===== src/rtl/swkr_pkg.sv =====
// Shared types and constants of the single-wire key-state receiver.
// No dependencies; used by every RTL module of the block.
package swkr_pkg;

    localparam int STATE_BYTES_DEFAULT = 16;
    localparam int PERIOD_W            = 16;
    localparam int TICK_W              = 17;
    localparam int BYTE_INDEX_W        = 4;
    localparam int QUEUE_DEPTH         = 4;
    localparam logic [PERIOD_W-1:0] BIT_PERIOD_RESET = 16'd50;

    typedef enum logic [1:0] {
        MODE_IDLE,
        MODE_LENGTH,
        MODE_DATA
    } mode_t;

    // One finished byte handed from the front end to the back end.
    typedef struct packed {
        logic                    too_long;
        logic [BYTE_INDEX_W-1:0] index;
        logic [7:0]              data;
    } rec_t;

    // Queue status seen by its two sides.
    typedef struct packed {
        logic full;
        logic valid;
    } queue_status_t;

endpackage


===== src/rtl/swkr_front.sv =====
// Front end: bit timing, deserializing and frame bookkeeping.
// Depends on swkr_pkg; pushes one record per finished byte that needs work.
module swkr_front #(
    parameter int STATE_BYTES = swkr_pkg::STATE_BYTES_DEFAULT
) (
    input  logic                           aclk,
    input  logic                           aresetn,
    input  logic                           sample_valid,
    input  logic                           line_level,
    input  logic                           cfg_we,
    input  logic [swkr_pkg::PERIOD_W-1:0]  cfg_wdata,
    output logic                           push,
    output swkr_pkg::rec_t                 push_rec
);

    swkr_pkg::mode_t mode_reg, mode_next;
    logic [swkr_pkg::PERIOD_W-1:0]     period_reg;
    logic [swkr_pkg::TICK_W-1:0]       tick_reg, tick_next;
    logic [2:0]                        bit_cnt_reg, bit_cnt_next;
    logic [7:0]                        shift_reg, shift_next;
    logic [swkr_pkg::BYTE_INDEX_W-1:0] index_reg, index_next;
    logic [swkr_pkg::BYTE_INDEX_W-1:0] flen_reg, flen_next;
    logic                              prev_reg;

    logic [swkr_pkg::PERIOD_W-1:0] eff_period;
    logic                          start_edge;
    logic                          sample_now;
    logic                          byte_done;
    logic [7:0]                    full_byte;
    logic                          too_long;
    logic                          frame_end;

    assign eff_period = (period_reg == '0) ? swkr_pkg::PERIOD_W'(1) : period_reg;
    assign start_edge = sample_valid && prev_reg && !line_level;
    assign sample_now = sample_valid && (mode_reg != swkr_pkg::MODE_IDLE)
                        && (tick_reg == swkr_pkg::TICK_W'(1));
    assign byte_done  = sample_now && (bit_cnt_reg == 3'd7);
    assign full_byte  = shift_reg | (8'(line_level) << bit_cnt_reg);
    assign too_long   = full_byte >= 8'(STATE_BYTES);
    assign frame_end  = ({1'b0, index_reg} + 5'd1) >= {1'b0, flen_reg};

    // Next state.
    always_comb begin
        mode_next = mode_reg;
        unique case (mode_reg)
            swkr_pkg::MODE_IDLE: begin
                if (start_edge) mode_next = swkr_pkg::MODE_LENGTH;
            end
            swkr_pkg::MODE_LENGTH: begin
                if (byte_done) begin
                    if (too_long || full_byte == 8'd0) mode_next = swkr_pkg::MODE_IDLE;
                    else mode_next = swkr_pkg::MODE_DATA;
                end
            end
            swkr_pkg::MODE_DATA: begin
                if (byte_done && frame_end) mode_next = swkr_pkg::MODE_IDLE;
            end
            default: mode_next = swkr_pkg::MODE_IDLE;
        endcase
    end

    // Record output toward the queue.
    always_comb begin
        push              = 1'b0;
        push_rec.too_long = 1'b0;
        push_rec.index    = index_reg;
        push_rec.data     = full_byte;
        unique case (mode_reg)
            swkr_pkg::MODE_LENGTH: begin
                push              = byte_done && too_long;
                push_rec.too_long = 1'b1;
            end
            swkr_pkg::MODE_DATA: push = byte_done;
            default: push = 1'b0;
        endcase
    end

    // Timing and shift datapath.
    always_comb begin
        tick_next    = tick_reg;
        bit_cnt_next = bit_cnt_reg;
        shift_next   = shift_reg;
        index_next   = index_reg;
        flen_next    = flen_reg;
        if (mode_reg == swkr_pkg::MODE_IDLE) begin
            if (start_edge) begin
                tick_next    = swkr_pkg::TICK_W'(eff_period)
                               + swkr_pkg::TICK_W'(eff_period >> 1);
                bit_cnt_next = 3'd0;
                shift_next   = 8'd0;
                index_next   = '0;
            end
        end else if (sample_valid) begin
            tick_next = tick_reg - swkr_pkg::TICK_W'(1);
            if (sample_now) begin
                tick_next = swkr_pkg::TICK_W'(eff_period);
                if (byte_done) begin
                    bit_cnt_next = 3'd0;
                    shift_next   = 8'd0;
                    if (mode_reg == swkr_pkg::MODE_LENGTH) begin
                        flen_next  = full_byte[swkr_pkg::BYTE_INDEX_W-1:0];
                        index_next = '0;
                    end else begin
                        index_next = index_reg + 1'b1;
                    end
                end else begin
                    bit_cnt_next = bit_cnt_reg + 3'd1;
                    shift_next   = full_byte;
                end
            end
        end
    end

    always_ff @(posedge aclk) begin
        if (!aresetn) begin
            mode_reg    <= swkr_pkg::MODE_IDLE;
            period_reg  <= swkr_pkg::BIT_PERIOD_RESET;
            prev_reg    <= 1'b1;
            tick_reg    <= '0;
            bit_cnt_reg <= '0;
            shift_reg   <= '0;
            index_reg   <= '0;
            flen_reg    <= '0;
        end else begin
            mode_reg    <= mode_next;
            tick_reg    <= tick_next;
            bit_cnt_reg <= bit_cnt_next;
            shift_reg   <= shift_next;
            index_reg   <= index_next;
            flen_reg    <= flen_next;
            if (sample_valid) prev_reg <= line_level;
            if (cfg_we) period_reg <= cfg_wdata;
        end
    end

endmodule


===== src/rtl/swkr_fifo.sv =====
// Short queue of byte records between the front end and the back end.
// Depends on swkr_pkg for the record and status types.
module swkr_fifo (
    input  logic                    aclk,
    input  logic                    aresetn,
    input  logic                    push,
    input  swkr_pkg::rec_t          push_rec,
    input  logic                    pop,
    output swkr_pkg::rec_t          pop_rec,
    output swkr_pkg::queue_status_t status
);

    localparam int PTR_W = (swkr_pkg::QUEUE_DEPTH > 1) ? $clog2(swkr_pkg::QUEUE_DEPTH) : 1;
    localparam int CNT_W = $clog2(swkr_pkg::QUEUE_DEPTH + 1);

    swkr_pkg::rec_t   entry_reg [swkr_pkg::QUEUE_DEPTH];
    logic [PTR_W-1:0] wr_ptr_reg, rd_ptr_reg;
    logic [CNT_W-1:0] count_reg, count_next;
    logic             do_push, do_pop;

    assign status.full  = count_reg == CNT_W'(swkr_pkg::QUEUE_DEPTH);
    assign status.valid = count_reg != '0;
    assign do_push      = push && !status.full;
    assign do_pop       = pop && status.valid;
    assign pop_rec      = entry_reg[rd_ptr_reg];

    always_comb begin
        count_next = count_reg;
        if (do_push && !do_pop) count_next = count_reg + 1'b1;
        else if (do_pop && !do_push) count_next = count_reg - 1'b1;
    end

    always_ff @(posedge aclk) begin
        if (do_push) entry_reg[wr_ptr_reg] <= push_rec;
    end

    always_ff @(posedge aclk) begin
        if (!aresetn) begin
            wr_ptr_reg <= '0;
            rd_ptr_reg <= '0;
            count_reg  <= '0;
        end else begin
            count_reg <= count_next;
            if (do_push) begin
                wr_ptr_reg <= (wr_ptr_reg == PTR_W'(swkr_pkg::QUEUE_DEPTH - 1))
                              ? '0 : wr_ptr_reg + 1'b1;
            end
            if (do_pop) begin
                rd_ptr_reg <= (rd_ptr_reg == PTR_W'(swkr_pkg::QUEUE_DEPTH - 1))
                              ? '0 : rd_ptr_reg + 1'b1;
            end
        end
    end

endmodule


===== src/rtl/swkr_back.sv =====
// Back end: key-state map, change detection, one result per cycle unless stalled.
// Depends on swkr_pkg; pops byte records from swkr_fifo.
module swkr_back #(
    parameter int STATE_BYTES = swkr_pkg::STATE_BYTES_DEFAULT
) (
    input  logic                    aclk,
    input  logic                    aresetn,
    input  swkr_pkg::queue_status_t status,
    input  swkr_pkg::rec_t          pop_rec,
    output logic                    pop,
    output logic                    m_tvalid,
    input  logic                    m_tready,
    output logic [7:0]              m_tdata,
    output logic                    m_tuser,
    output logic                    m_tlast
);

    localparam int IDX_W = (STATE_BYTES > 1) ? $clog2(STATE_BYTES) : 1;

    logic [7:0]                        key_state_reg [STATE_BYTES];
    logic                              err_reg, err_next;
    logic [7:0]                        diff_reg, diff_next;
    logic [7:0]                        byte_reg, byte_next;
    logic [swkr_pkg::BYTE_INDEX_W-1:0] index_reg, index_next;
    logic                              m_tvalid_reg, m_tvalid_next;
    logic [7:0]                        m_tdata_reg, m_tdata_next;
    logic                              m_tuser_reg, m_tuser_next;
    logic                              m_tlast_reg, m_tlast_next;

    logic       out_free, busy, emit, last, done_now;
    logic [2:0] low_bit;
    logic [7:0] diff_rest;
    logic [7:0] stored_byte;

    assign out_free  = !m_tvalid_reg || m_tready;
    assign busy      = err_reg || (diff_reg != 8'd0);
    assign emit      = out_free && busy;
    assign diff_rest = diff_reg & (diff_reg - 8'd1);
    assign last      = err_reg || (diff_rest == 8'd0);
    assign done_now  = !busy || (emit && last);
    assign pop       = status.valid && done_now;
    assign stored_byte = key_state_reg[pop_rec.index[IDX_W-1:0]];

    // Lowest changed bit goes out first.
    always_comb begin
        low_bit = 3'd0;
        for (int i = 7; i >= 0; i--) begin
            if (diff_reg[i]) low_bit = 3'(i);
        end
    end

    always_comb begin
        err_next      = err_reg;
        diff_next     = diff_reg;
        byte_next     = byte_reg;
        index_next    = index_reg;
        m_tvalid_next = m_tready ? 1'b0 : m_tvalid_reg;
        m_tdata_next  = m_tdata_reg;
        m_tuser_next  = m_tuser_reg;
        m_tlast_next  = m_tlast_reg;
        if (emit) begin
            m_tvalid_next = 1'b1;
            m_tuser_next  = err_reg;
            m_tlast_next  = last;
            if (err_reg) begin
                m_tdata_next = 8'd0;
                err_next     = 1'b0;
            end else begin
                m_tdata_next = {byte_reg[low_bit], index_reg, low_bit};
                diff_next    = diff_rest;
            end
        end
        if (pop) begin
            err_next   = pop_rec.too_long;
            diff_next  = pop_rec.too_long ? 8'd0 : (stored_byte ^ pop_rec.data);
            byte_next  = pop_rec.data;
            index_next = pop_rec.index;
        end
    end

    always_ff @(posedge aclk) begin
        if (!aresetn) begin
            err_reg      <= 1'b0;
            diff_reg     <= 8'd0;
            m_tvalid_reg <= 1'b0;
            for (int i = 0; i < STATE_BYTES; i++) key_state_reg[i] <= 8'd0;
        end else begin
            err_reg      <= err_next;
            diff_reg     <= diff_next;
            m_tvalid_reg <= m_tvalid_next;
            if (pop && !pop_rec.too_long) begin
                key_state_reg[pop_rec.index[IDX_W-1:0]] <= pop_rec.data;
            end
        end
    end

    always_ff @(posedge aclk) begin
        byte_reg    <= byte_next;
        index_reg   <= index_next;
        m_tdata_reg <= m_tdata_next;
        m_tuser_reg <= m_tuser_next;
        m_tlast_reg <= m_tlast_next;
    end

    assign m_tvalid = m_tvalid_reg;
    assign m_tdata  = m_tdata_reg;
    assign m_tuser  = m_tuser_reg;
    assign m_tlast  = m_tlast_reg;

endmodule


===== src/rtl/single_wire_key_state_receiver_top.sv =====
// Top level of the single-wire key-state receiver.
// Depends on swkr_pkg, swkr_front, swkr_fifo and swkr_back.

// The block receives a length-framed, LSB-first serial frame from one wire
// sampled once per clock, and reports changes in a map of key states.
// Each accepted input item is one sample of the wire; the wire idles high
// and a falling edge starts a frame. The first bit is sampled 1.5 bit periods
// after the edge and the rest once per period, where the period in samples is
// the value last written on cfg_wdata (50 after reset, 0 treated as 1). The
// first byte is a frame length; a length of STATE_BYTES or more produces a
// single error result (tuser high, tdata zero, tlast high). Every data byte is
// compared with the stored key-state byte at its index, and each changed bit
// produces one result, lowest position first, carrying the key position and
// its new level; tlast marks the final result caused by one sample. The input
// takes one sample per clock for as long as the four-entry byte queue between
// the front end and the back end has room. The back end drains that queue,
// sending one result per clock when the output is not stalled, one for each
// changed bit of a byte. A result passes through the byte queue, the back end's
// change or error register and the output register. Since bytes arrive at most
// every eight samples, input stalls only happen when the output side itself
// stalls for a long time.
module single_wire_key_state_receiver_top #(
    parameter int STATE_BYTES = swkr_pkg::STATE_BYTES_DEFAULT
) (
    input  logic                          aclk,
    input  logic                          aresetn,
    // Wire samples.
    input  logic                          s_tvalid,
    output logic                          s_tready,
    input  logic [7:0]                    s_tdata,   // [0] line_level, [7:1] zero
    // Key events.
    output logic                          m_tvalid,
    input  logic                          m_tready,
    output logic [7:0]                    m_tdata,   // [6:0] key_position, [7] key_pressed
    output logic                          m_tuser,   // [0] event_kind
    output logic                          m_tlast,   // last_of_run
    // Bit period register.
    input  logic                          cfg_we,
    input  logic [swkr_pkg::PERIOD_W-1:0] cfg_wdata
);

    swkr_pkg::queue_status_t q_status;
    swkr_pkg::rec_t          push_rec;
    swkr_pkg::rec_t          pop_rec;
    logic                    push;
    logic                    pop;
    logic                    sample_valid;

    // A sample is taken whenever the queue can hold the byte it may finish.
    assign s_tready     = !q_status.full;
    assign sample_valid = s_tvalid && s_tready;

    swkr_front #(
        .STATE_BYTES (STATE_BYTES)
    ) u_front (
        .aclk         (aclk),
        .aresetn      (aresetn),
        .sample_valid (sample_valid),
        .line_level   (s_tdata[0]),
        .cfg_we       (cfg_we),
        .cfg_wdata    (cfg_wdata),
        .push         (push),
        .push_rec     (push_rec)
    );

    swkr_fifo u_fifo (
        .aclk     (aclk),
        .aresetn  (aresetn),
        .push     (push),
        .push_rec (push_rec),
        .pop      (pop),
        .pop_rec  (pop_rec),
        .status   (q_status)
    );

    swkr_back #(
        .STATE_BYTES (STATE_BYTES)
    ) u_back (
        .aclk     (aclk),
        .aresetn  (aresetn),
        .status   (q_status),
        .pop_rec  (pop_rec),
        .pop      (pop),
        .m_tvalid (m_tvalid),
        .m_tready (m_tready),
        .m_tdata  (m_tdata),
        .m_tuser  (m_tuser),
        .m_tlast  (m_tlast)
    );

endmodule


===== config.mk =====
export PLATFORM = sky130hd
export DESIGN_NAME = single_wire_key_state_receiver_top
export DESIGN_NICKNAME = d
export VERILOG_FILES = /design/src/rtl/swkr_pkg.sv /design/src/rtl/swkr_front.sv /design/src/rtl/swkr_fifo.sv /design/src/rtl/swkr_back.sv /design/src/rtl/single_wire_key_state_receiver_top.sv
export SDC_FILE = /design/constraint.sdc
export NUM_CORES = 1
export LEC_CHECK = 0
export ABC_CLOCK_PERIOD_IN_PS = 3900
export BUFFER_PORTS_ARGS = -buffer_cell sky130_fd_sc_hd__buf_2
export CORE_UTILIZATION = 55
export CTS_CLUSTER_DIAMETER = 40
export DETAILED_ROUTE_END_ITERATION = 16
export GPL_ROUTABILITY_DRIVEN = 0
export PLACE_DENSITY = 0.72
export RECOVER_POWER = 50
export SLEW_MARGIN = 10
export SYNTH_ARGS = -nofsm -noshare
export SYNTH_HDL_FRONTEND = slang
export SYNTH_HIERARCHICAL = 1
export SYNTH_SLANG_ARGS = --single-unit

===== constraint.sdc =====
create_clock -name aclk -period 3.9 [get_ports aclk]
set_clock_uncertainty 0.05 [all_clocks]
set_input_delay 0.195 -clock aclk [delete_from_list [all_inputs] [get_ports aclk]]
set_output_delay 0.195 -clock aclk [all_outputs]
set_load 0.1 [all_outputs]

==> metrics, run 1 <==
drt wl/cell=20.33 um; Design Power=8.430 mW; DR vias/cell=6.143; Layout area overhead=12.59%; DRC viols=0; failing checks=capacitance limit, slew limit; Max Cap Viol=1; Syn Std Cell Area=0.01408 mm2; Power Dens Cells=531.7 mW/mm2; Yosys reg bits=276; max-slew violation count=52; row cnt=58; Cells after Synth=1184; final setup fails=0; Crit path required time=4.00 ns; YS warnings=6; vias in the first global route=9471; Mapped Avg Cell Area=11.89 um2; Seq/Total Area, Yosys=53.59%; Hold/Removal Path Class=in2reg; Largest register FFs=128; Routed WL=32660 um; cell taking the most area after synthesis=edfxtp_1; Worst Tran Pin Value=2.405 ns; static leakage=5.753 nW; boundary pin count=41; Nets=1320; Clock Path Buffers=3; clock period minus worst slack=3.706 ns; ys async rst share=0%; Initial Util=55.92%; RSZ-0062 raised after global routing=false; status=finished, violations left; worst rel slew slack=-60.36%; Post-DP HPWL=21950 um; core area=0.02518 mm2; initial antenna violation count=0; Worst-Skew Late Latency=0.52 ns; CTS tree=built; Startpoint Class=flip-flop; maximum clock frequency=269.8 MHz; top_reg_cell synth=edfxtp_1; port bufs=33; final antenna-violating net count=0; Worst Setup End Kind=flip-flop; Tcrit/Tclk final=95.03%; CP max FO=16; WS Path Type=reg2reg; diode count=0; largest net degree at the start of global routing=52; top cells by area, synth=edfxtp_1 (43%), dfxtp_1 (11%), mux4_2 (5.3%); Synth cell types=87; number of enable flip-flop cells after synthesis=202; DRT iter0 DRCs=821; H-tree depth=2; Reg clk slew, reported paths=0.06 ns; maximum vdd ir drop=0.0006108 V; clock root cell=clkbuf_16; layout filler cell count=1926; chip width=162.0 um; syn_nets=1256; final hold vios=0; first-pass GRT wire length=52100 um; gr ovfl total=0; Num CTS Buffers=38; First-pass DRT Iterations=5; clk sink count=276; routed via count=9872; share of layout cells above drive strength 1=14.17%; post-synth top area share=43.07%; chip height=162.0 um; GRT Util Overall=25.56%; Worst Path Arrival=3.80 ns; Die ar.=0.02625 mm2; Total Neg Setup Slack=0 ns
==> cell usage in the layout (no fill, tap or decap), types with 5 or more instances in the layout <==
cell type,n
a211oi_1,9
a21o_1,12
a21oi_1,25
a22oi_1,18
a31oi_1,35
and2_1,9
and4_1,7
buf_2,20
buf_4,26
clkbuf_1,27
clkbuf_16,39
clkinv_2,7
dfxtp_1,74
dlygate4sd3_1,17
edfxtp_1,202
ha_1,42
inv_1,37
inv_6,8
mux2i_1,30
mux4_1,11
mux4_2,35
nand2_1,79
nand2_2,5
nand2b_1,8
nand3_1,36
nand3_2,6
nand4_1,7
nor2_1,173
nor2b_1,38
nor3_1,16
nor4_1,8
o211ai_1,21
o21ai_0,43
o31ai_1,7
or3_1,8
xnor2_1,13
xor2_1,14
==> timing repair <==
| item | 4_1_cts | 5_1_grt |
|---|---|---|
| resized for setup | 0 | 1 |
| hold buffers | 17 | 0 |
| endpoints found under the setup margin | 0 | 1 |
| hold endpoints to repair | 17 | 0 |
| setup buffers | 0 | 0 |
==> kinds of logic (layout without fill, tap and decap cells) <==
| group | Yosys count | count (layout) | share of synthesized area [%] |
|---|---|---|---|
| buf+inv | 104 | 197 | 3.909 |
| compound gates | 219 | 219 | 10.53 |
| fa+ha+maj | 43 | 43 | 3.874 |
| mux | 77 | 77 | 9.916 |
| xor+xnor | 27 | 27 | 1.679 |
| simple gates | 438 | 438 | 16.50 |
| flops | 276 | 276 | 53.59 |
==> worst paths after layout <==
check	from	slack (ns)	cells past startpoint	to
setup / recovery	flip-flop	0.19	7	u_back/key_state_reg[10][4]$_SDFFCE_PN0P_
setup reg to reg	flip-flop	0.19	7	u_back/key_state_reg[10][4]$_SDFFCE_PN0P_
hold / removal	cfg_we	0.13	3	u_front/period_reg[4]$_SDFFE_PN1P_
hold reg to reg	u_front/prev_reg$_SDFFE_PN1P_	0.42	2	u_front/prev_reg$_SDFFE_PN1P_
==> critical path: stages (launching register included) <==
cell and delay (ns):
dfxtp_1 0.48, clkbuf_1 0.39, mux4_2 0.70, buf_4 0.36, nor3b_1 0.22, clkbuf_1 0.41
nand3_2 0.31, nand2_1 0.40
==> power by group <==
part / total [mW] / internal [mW] / switching [mW] / leakage (nW)
Clock: 3.36 / 2.02 / 1.34 / 0.611
Combinational: 1.54 / 0.501 / 1.04 / 2.58
Sequential: 3.53 / 3.36 / 0.165 / 2.57
Total: 8.43 / 5.89 / 2.54 / 5.75
==> routing by layer <==
metal / global-route usage (%) / vias to the layer above / share of wire [%]
met3: 4.622 / 52 / 7.0
li1: - / 4588 / -
met1: 33.20 / 4854 / 41
met4: 8.105 / 0 / 2.3
met5: 0 / - / 0
met2: 43.48 / 378 / 50
==> Yosys cell counts, drive strengths merged, types with 19 or more instances <==
cell,instances
a31oi,35
nand3,44
nand2,84
inv,37
nor2,174
nor3,19
mux2i,30
o21ai,46
o211ai,21
buf,35
edfxtp,202
clkbuf,31
a21oi,25
nor2b,39
dfxtp,74
mux4,46
ha,42
==> final cells by class <==
type                    instances  area [um2]  share of cell area, %
flip-flops and latches        276        7547                  47.60
clock inverters                27       255.2                  1.610
multi-input cells             804        5916                  37.31
well taps                     330       412.9                  2.604
repair buffers                 90       584.3                  3.685
clock buffers                  42       997.2                  6.289
inverters                      38       142.6                 0.8996
==> per-stage QoR <==
step	setup WS (ns)	area [um2]	std cells	utilization (%)	hold slack, ns
global placement	0.3557	14570	1521	57.86	0.3603
CTS	0.2346	15990	1607	63.50	0.1113
finish	0.1939	15860	1607	62.96	0.1344
detailed placement	0.2954	14570	1521	57.86	0.3639
global route	0.05071	15860	1607	62.96	0.1414
floorplan	0.6423	14080	1184	-	0.2730
No activity file was read; power rests on OpenSTA's default activity.
==> run 2: changes to the inputs <==
CORE_UTILIZATION = 25   (was 55)
PLACE_DENSITY = unset   (was 0.72)
==> run 2 against run 1 <==
Compared with the run above: the run still ends with capacitance limit, slew limit left; die area grew 120%; clock power grew 6%; global-route usage shrank 14 points; routed wire length grew 4.3%; fmax grew 4.6%; combinational power is essentially flat; critical path depth shrank 1; critical path type unchanged.
==> metrics, run 2 (same netlist as run 1, synthesis figures left out) <==
Clock Path Buffers=3 (unchanged); Layout area overhead=16.22%; Util after Layout=29.53% (-33 points); Hold EP=u_back/m_tvalid$_SDFFE_PN0P_; Hold/Removal Path Class=in2reg; hold path depth=3 (unchanged); drt wl/cell=16.85 um (-17%); Worst Tran Pin Value=1.649 ns (-0.7567 ns); Startpoint Class=flip-flop; Max Cap Viol=2 (+1); R2R cell count=6 (-1); placed inst area=0.01506 mm2 (+3.3%); critical path, cell by cell=clkbuf_1 -> mux4_1 -> nor2b_1 -> buf_4 -> nand4_1 -> nand2_1; final hold vios=0 (unchanged); worst rel slew slack=-9.912% (+50 points); static leakage=5.784 nW (+0.54%); final setup fails=0 (unchanged); Largest register FFs=128 (unchanged); maximum clock frequency=282.4 MHz (+4.6%); final antenna-violating net count=0 (unchanged); Finished Layout Cells=2023 (+26%); core area=0.05542 mm2 (+120%); clock period minus worst slack=3.541 ns (-0.1646 ns); row cnt=86 (+48%); CTS tree=built; vias in the first global route=9609 (+1.5%); Post-Place Cells=1934 (+27%); WS Path Type=reg2reg; Die ar.=0.05728 mm2 (+120%); max-slew violation count=100 (+92%); RSZ-0062 raised after global routing=false; CP max FO=10 (-6); DR vias/cell=4.783 (-22%); Tcrit/Tclk final=90.81% (-4.2 points); reg-to-reg endpoint=u_back/key_state_reg[14][4]$_SDFFCE_PN0P_; Total Neg Setup Slack=0 ns (unchanged); commonest non-fill, non-tap cells in the layout=edfxtp_1 (202), nor2_1 (173), nand2_1 (79); H-tree depth=2 (unchanged); gr ovfl total=0 (unchanged); Reg clk slew, reported paths=0.06 ns (about the same); failing checks=capacitance limit, slew limit; diode count=0 (unchanged); DRC viols=0 (unchanged); share of layout cells above drive strength 1=13.88% (-0.29 points); GRT Util Overall=11.90% (-14 points); Worst-Skew Late Latency=0.54 ns (+0.02 ns); Initial Util=25.41% (-31 points); commonest non-fill, non-tap cell in the layout=edfxtp_1; logic gate share of total power=17.9% (-0.4 points); chip width=239.3 um (+48%); Num CTS Buffers=39 (+2.6%); Power Dens Cells=526.2 mW/mm2 (-1.0%); port bufs=33 (unchanged); Hold Startpoint=m_tready; maximum vdd ir drop=0.0004858 V (-20%); NetSw=2.634 mW (+3.7%); Switching Share=30.59% (+0.44 points); status=finished, violations left; Worst Setup End Kind=flip-flop; clock root cell=clkbuf_16; Cell Int Power=5.978 mW (+1.5%); Buf+Inv Stages, Crit Path=2 (-1); boundary pin count=41 (unchanged); PostCTS Resize Cnt=0 (unchanged); Routed WL=34080 um (+4.3%); max incr delay on CP=0.78 ns (+0.08 ns); Nets=1316 (-0.30%); post-route cell area=0.01637 mm2 (+3.2%); First-pass DRT Iterations=5 (unchanged); initial antenna violation count=0 (unchanged); first-pass GRT wire length=53470 um (+2.6%); Post-DP HPWL=22970 um (+4.6%); CP delay by family, top=simple AND/OR/NAND/NOR gates; Hold Slack=0.09843 ns (-0.03594 ns); clk sink count=276 (unchanged); DRT iter0 DRCs=790 (-3.8%); Worst Path Arrival=3.67 ns (-0.13 ns); Crit-path slowest cell=mux4_1; R2R Setup Slk=0.36 ns (+0.16 ns); chip height=239.3 um (+48%); layout filler cell count=5616 (+190%); Crit path required time=4.03 ns (+0.03 ns); routed via count=9676 (-2.0%); Clock Power Share=41.2% (+1.3 points); Reg power frac=40.9% (-0.9 points); largest net degree at the start of global routing=75 (+44%)
-- run 2: cell count changes in the layout (fill, tap and decap cells not counted), moves of 2 or more --
cell and change:
clkinv_2 -6, inv_6 +5, nand3_1 +4, clkbuf_1 -3
nand4_1 +3, nand4_4 -3, a31o_1 -2, a31o_2 +2
clkinv_1 +2, clkinv_4 +2, nand3_2 -2, nand3_4 -2
-- run 2: worst max path at each step --
stage,slack (ns),cells after the start,startpoint,to
after floorplan,0.64,8,flip-flop,u_back/key_state_reg[10][0]$_SDFFCE_PN0P_
after global placement,0.39,14,u_fifo/count_reg[0]$_SDFFE_PN0P_,u_fifo/count_reg[2]$_SDFFE_PN0P_
after detailed placement,0.38,14,u_fifo/count_reg[0]$_SDFFE_PN0P_,u_fifo/count_reg[2]$_SDFFE_PN0P_
after CTS,0.37,14,u_fifo/count_reg[0]$_SDFFE_PN0P_,u_fifo/count_reg[2]$_SDFFE_PN0P_
after global routing,0.09,6,flip-flop,u_back/key_state_reg[14][4]$_SDFFCE_PN0P_
final,0.36,6,flip-flop,u_back/key_state_reg[14][4]$_SDFFCE_PN0P_
-- run 2: power by group through the flow --
stage,clock [mW],sequential [mW],combinational (mW)
final,3.55,3.52,1.54
after global placement,0,3.57,1.54
after CTS,3.62,3.52,1.56
after detailed placement,0,3.58,1.55
after floorplan,0,3.86,0.969
after global routing,3.77,3.55,1.69
-- run 2: layout make-up --
class	instances	area, um2	area share (%)
Tap cell	748	935.9	5.719
Inverter	38	142.6	0.8716
Timing Repair Buffer	85	560.5	3.425
Multi-Input combinational cell	804	5866	35.84
Clock inverter	30	316.6	1.934
Sequential cell	276	7547	46.12
Clock buffer	42	997.2	6.093
-- run 2: worst reg2reg max path, cell delays in order, from the launching register on --
cell	delay (ns)
dfxtp_1	0.48
clkbuf_1	0.54
mux4_1	0.79
nor2b_1	0.18
buf_4	0.19
nand4_1	0.41
nand2_1	0.56
-- run 2: stage by stage --
stage,worst slack (ns),power (mW)
after floorplan,0.6423,4.829
after global placement,0.3896,5.111
after detailed placement,0.3812,5.126
after CTS,0.3660,8.702
after global routing,0.09017,9.007
final,0.3586,8.612
-- run 2: repair_timing --
action                                 CTS  global route
endpoints found under the hold margin   17             0
hold buffers                            17             0
buffers inserted                         0             0
-- run 2: metal layers --
metal,share of wire (%),vias to the layer above,global-route usage (%)
met5,0,-,0
met1,44,4735,15.39
met4,3.3,0,4.759
met2,48,292,19.51
li1,-,4583,-
met3,5.4,66,2.236
==> run 3: changes to the inputs <==
SYNTH_HIERARCHICAL = unset   (was 1)
==> run 3 against run 2 <==
Compared with the run above: largest power group is now sequential cells; via count shrank 2.5%; fmax shrank 0.44%; the run still ends with capacitance limit, slew limit left; global-route usage shrank 0.70 points; register-to-register slack gained 0.04 ns; routed wire length shrank 8.9%; largest cell class unchanged; critical path depth grew 2; clock-buffer cell count shrank 1; power shrank 20%; sequential power shrank 7.1%.
==> metrics, run 3 <==
Tcrit/Tclk final=91.21% (+0.40 points); ys async rst share=0% (unchanged); Synth cell types=67 (-23%); failing checks=capacitance limit, slew limit; Post-CTS Setup Repair Bufs=0 (unchanged); Switching Share=23.23% (-7.4 points); DRC viols=0 (unchanged); placed inst area=0.01458 mm2 (-3.1%); WS Path Type=in2reg; maximum clock frequency=281.1 MHz (-0.44%); Hold Buf Count CTS=18 (+1); clock root cell=clkbuf_16; max-slew violation count=40 (-60%); Crit-path slowest cell=clkbuf_1; Syn Std Cell Area=0.01354 mm2 (-3.8%); routed via count=9435 (-2.5%); layout filler cell count=5376 (-4.3%); Hold/Removal Path Class=in2reg; clock period minus worst slack=3.557 ns (+0.01564 ns); area of the multi-input gates=0.005509 mm2 (-6.1%); critical path, cell by cell=buf_2 -> clkbuf_1 -> clkinv_1 -> nor3_1 -> buf_4 -> nand4_1 -> o21ai_0 -> buf_4; First-pass DRT Iterations=5 (unchanged); logic gate share of total power=7.1% (-11 points); number of enable flip-flop cells after synthesis=202 (unchanged); Yosys reg bits=276 (unchanged); top_reg_cell synth=edfxtp_1; Crit path required time=4.07 ns (+0.04 ns); Worst Setup End Kind=flip-flop; largest net degree at the start of global routing=46 (-39%); Buf+Inv Stages, Crit Path=5 (+3); H-tree depth=2 (unchanged); sequential cell area=0.007547 mm2 (unchanged); Worst-Skew Late Latency=0.51 ns (-0.03 ns); top cells by area, synth=edfxtp_1 (45%), dfxtp_1 (11%), mux2i_1 (5.9%); YS warnings=0 (-6); Worst Path Arrival=3.73 ns (+0.06 ns); NetSw=1.606 mW (-39%); worst rel slew slack=-30.63% (-21 points); Largest register FFs=128 (unchanged); RSZ-0062 raised after global routing=false; Hold Startpoint=m_tready; CP delay by family, top=buffers and inverters; chip width=234.8 um (-1.9%); Routed WL=31050 um (-8.9%); initial antenna violation count=0 (unchanged); Critical Path Start=aresetn; Die ar.=0.05511 mm2 (-3.8%); cell taking the most area after synthesis=edfxtp_1; top-count cell post-synth=nor2_1; Reg clk slew, reported paths=0.06 ns (about the same); GRT Util Overall=11.19% (-0.70 points); Worst Tran Pin Value=1.959 ns (+0.3108 ns); Startpoint Class=primary input; share of layout cells above drive strength 1=10.88% (-3.0 points); CP max FO=39 (+29); gr ovfl total=0 (unchanged); Clock Path Buffers=3 (unchanged); row cnt=84 (-2.3%); PostCTS Resize Cnt=0 (unchanged); syn_nets=1308 (+4.1%); Cells after Synth=1236 (+4.4%); Clock Power Share=45.6% (+4.4 points); DR vias/cell=4.692 (-1.9%); clk sink count=276 (unchanged); final antenna-violating net count=0 (unchanged); Reg power frac=47.3% (+6.4 points); Power Dens Cells=437.1 mW/mm2 (-17%); port bufs=33 (unchanged); status=finished, violations left; Layout area overhead=16.79%; CTS tree=built; Seq/Total Area, Yosys=55.72% (+2.1 points); vias in the first global route=9305 (-3.2%); Cell Int Power=5.309 mW (-11%); commonest non-fill, non-tap cells in the layout=nor2_1 (208), edfxtp_1 (202), nand2_1 (94); Initial Util=25.52% (+0.11 points); post-route cell area=0.01582 mm2 (-3.3%); final hold vios=0 (unchanged); static leakage=5.823 nW (+0.67%); core area=0.05308 mm2 (-4.2%); maximum vdd ir drop=0.0002852 V (-41%); DRT iter0 DRCs=526 (-33%); worst r2r src=u_front.period_reg[2]$_SDFFE_PN0P_; commonest non-fill, non-tap cell in the layout=nor2_1; post-synth top area share=44.79% (+1.7 points); Max Cap Viol=1 (-1); chip height=234.8 um (-1.9%); Nets=1371 (+4.2%); Num CTS Buffers=34 (-13%); Mapped Avg Cell Area=10.96 um2 (-7.9%); final setup fails=0 (unchanged); most instantiated cells after synthesis=nor2_1 (208), edfxtp_1 (202), nand2_1 (94); max incr delay on CP=1.39 ns (+0.61 ns); first-pass GRT wire length=49620 um (-7.2%); Post-DP HPWL=21220 um (-7.6%); Total Neg Setup Slack=0 ns (unchanged); drt wl/cell=15.44 um (-8.4%); diode count=0 (unchanged); Crit path top cell by count=buf_4; boundary pin count=41 (unchanged)
run 3: cell types whose count changed in the layout (fill, tap and decap cells not counted), sizes merged, moves of 11 or more:
cell / change
mux2i: +50
a22oi: -18
a21oi: +31
a211oi: +29
a31oi: -28
nand3: -33
mux2: +22
o22ai: +12
nor2: +34
o211ai: -14
mux4: -41
nor2b: -11
run 3: layout make-up:
cell class | instances | share of cell area [%]
inverters | 46 | 1.092
flip-flops and latches | 276 | 47.71
repair buffers | 93 | 3.876
clock buffers | 41 | 5.742
clock inverters | 19 | 1.313
well taps | 688 | 5.442
multi-input cells | 848 | 34.83
run 3: kinds of logic (layout without fill, tap and decap cells):
group	Yosys count	in the layout	share of synthesized area (%)
DFF	276	276	55.72
AOI/OAI and AO/OA	230	230	11.17
xor gates and xnor gates	35	35	2.263
and+or+nand+nor	431	431	14.41
adders and majority gates	44	44	4.157
muxes	108	108	8.656
buffers and inverters	112	199	3.621
run 3: worst min-delay path, cell delays in order:
cell	delay [ns]
buf_2	0.07
nor2b_1	0.03
buf_4	0.16
nand2_1	0.07
a21oi_1	0.05
run 3: routing by layer:
layer  up-vias  GRT usage [%]  part of all wire [%]
met5         -              0                     0
met4         0          3.888                   2.0
met3        47          2.185                   5.1
met2       214          19.03                    49
met1      4576          14.12                    44
li1       4598              -                     -
run 3: power groups by stage:
stage	clock network, mW	registers [mW]	logic [mW]
after CTS	3.23	3.27	0.496
after detailed placement	0	3.33	0.477
after global placement	0	3.33	0.471
final	3.15	3.27	0.490
after floorplan	0	3.32	0.347
after global routing	3.35	3.28	0.544
run 3: final timing paths:
| check | cells after the start | endpoint | slack (ns) |
|---|---|---|---|
| worst max-delay path | 8 | u_back.key_state_reg[15][6]$_SDFFCE_PN0P_ | 0.34 |
| worst min-delay path | 5 | u_back.err_reg$_SDFFE_PN0P_ | 0.07 |
| worst max register to register | 14 | u_front.tick_reg[13]$_SDFFE_PN0P_ | 0.40 |
| worst min register to register | 2 | u_front.tick_reg[1]$_SDFFE_PN0P_ | 0.43 |
run 3: per-stage QoR:
stage / cells / hold slack [ns] / setup WS, ns / utilization, % / power [mW]
global placement: 1933 / 0.3658 / 0.3201 / 27.48 / 3.799
global route: 2011 / 0.08657 / 0.02437 / 29.80 / 7.169
floorplan: 1236 / 0.2701 / 0.3695 / - / 3.665
CTS: 2011 / 0.04151 / 0.3242 / 29.92 / 6.995
finish: 2011 / 0.06981 / 0.3429 / 29.80 / 6.915
detailed placement: 1933 / 0.3820 / 0.3261 / 27.48 / 3.810
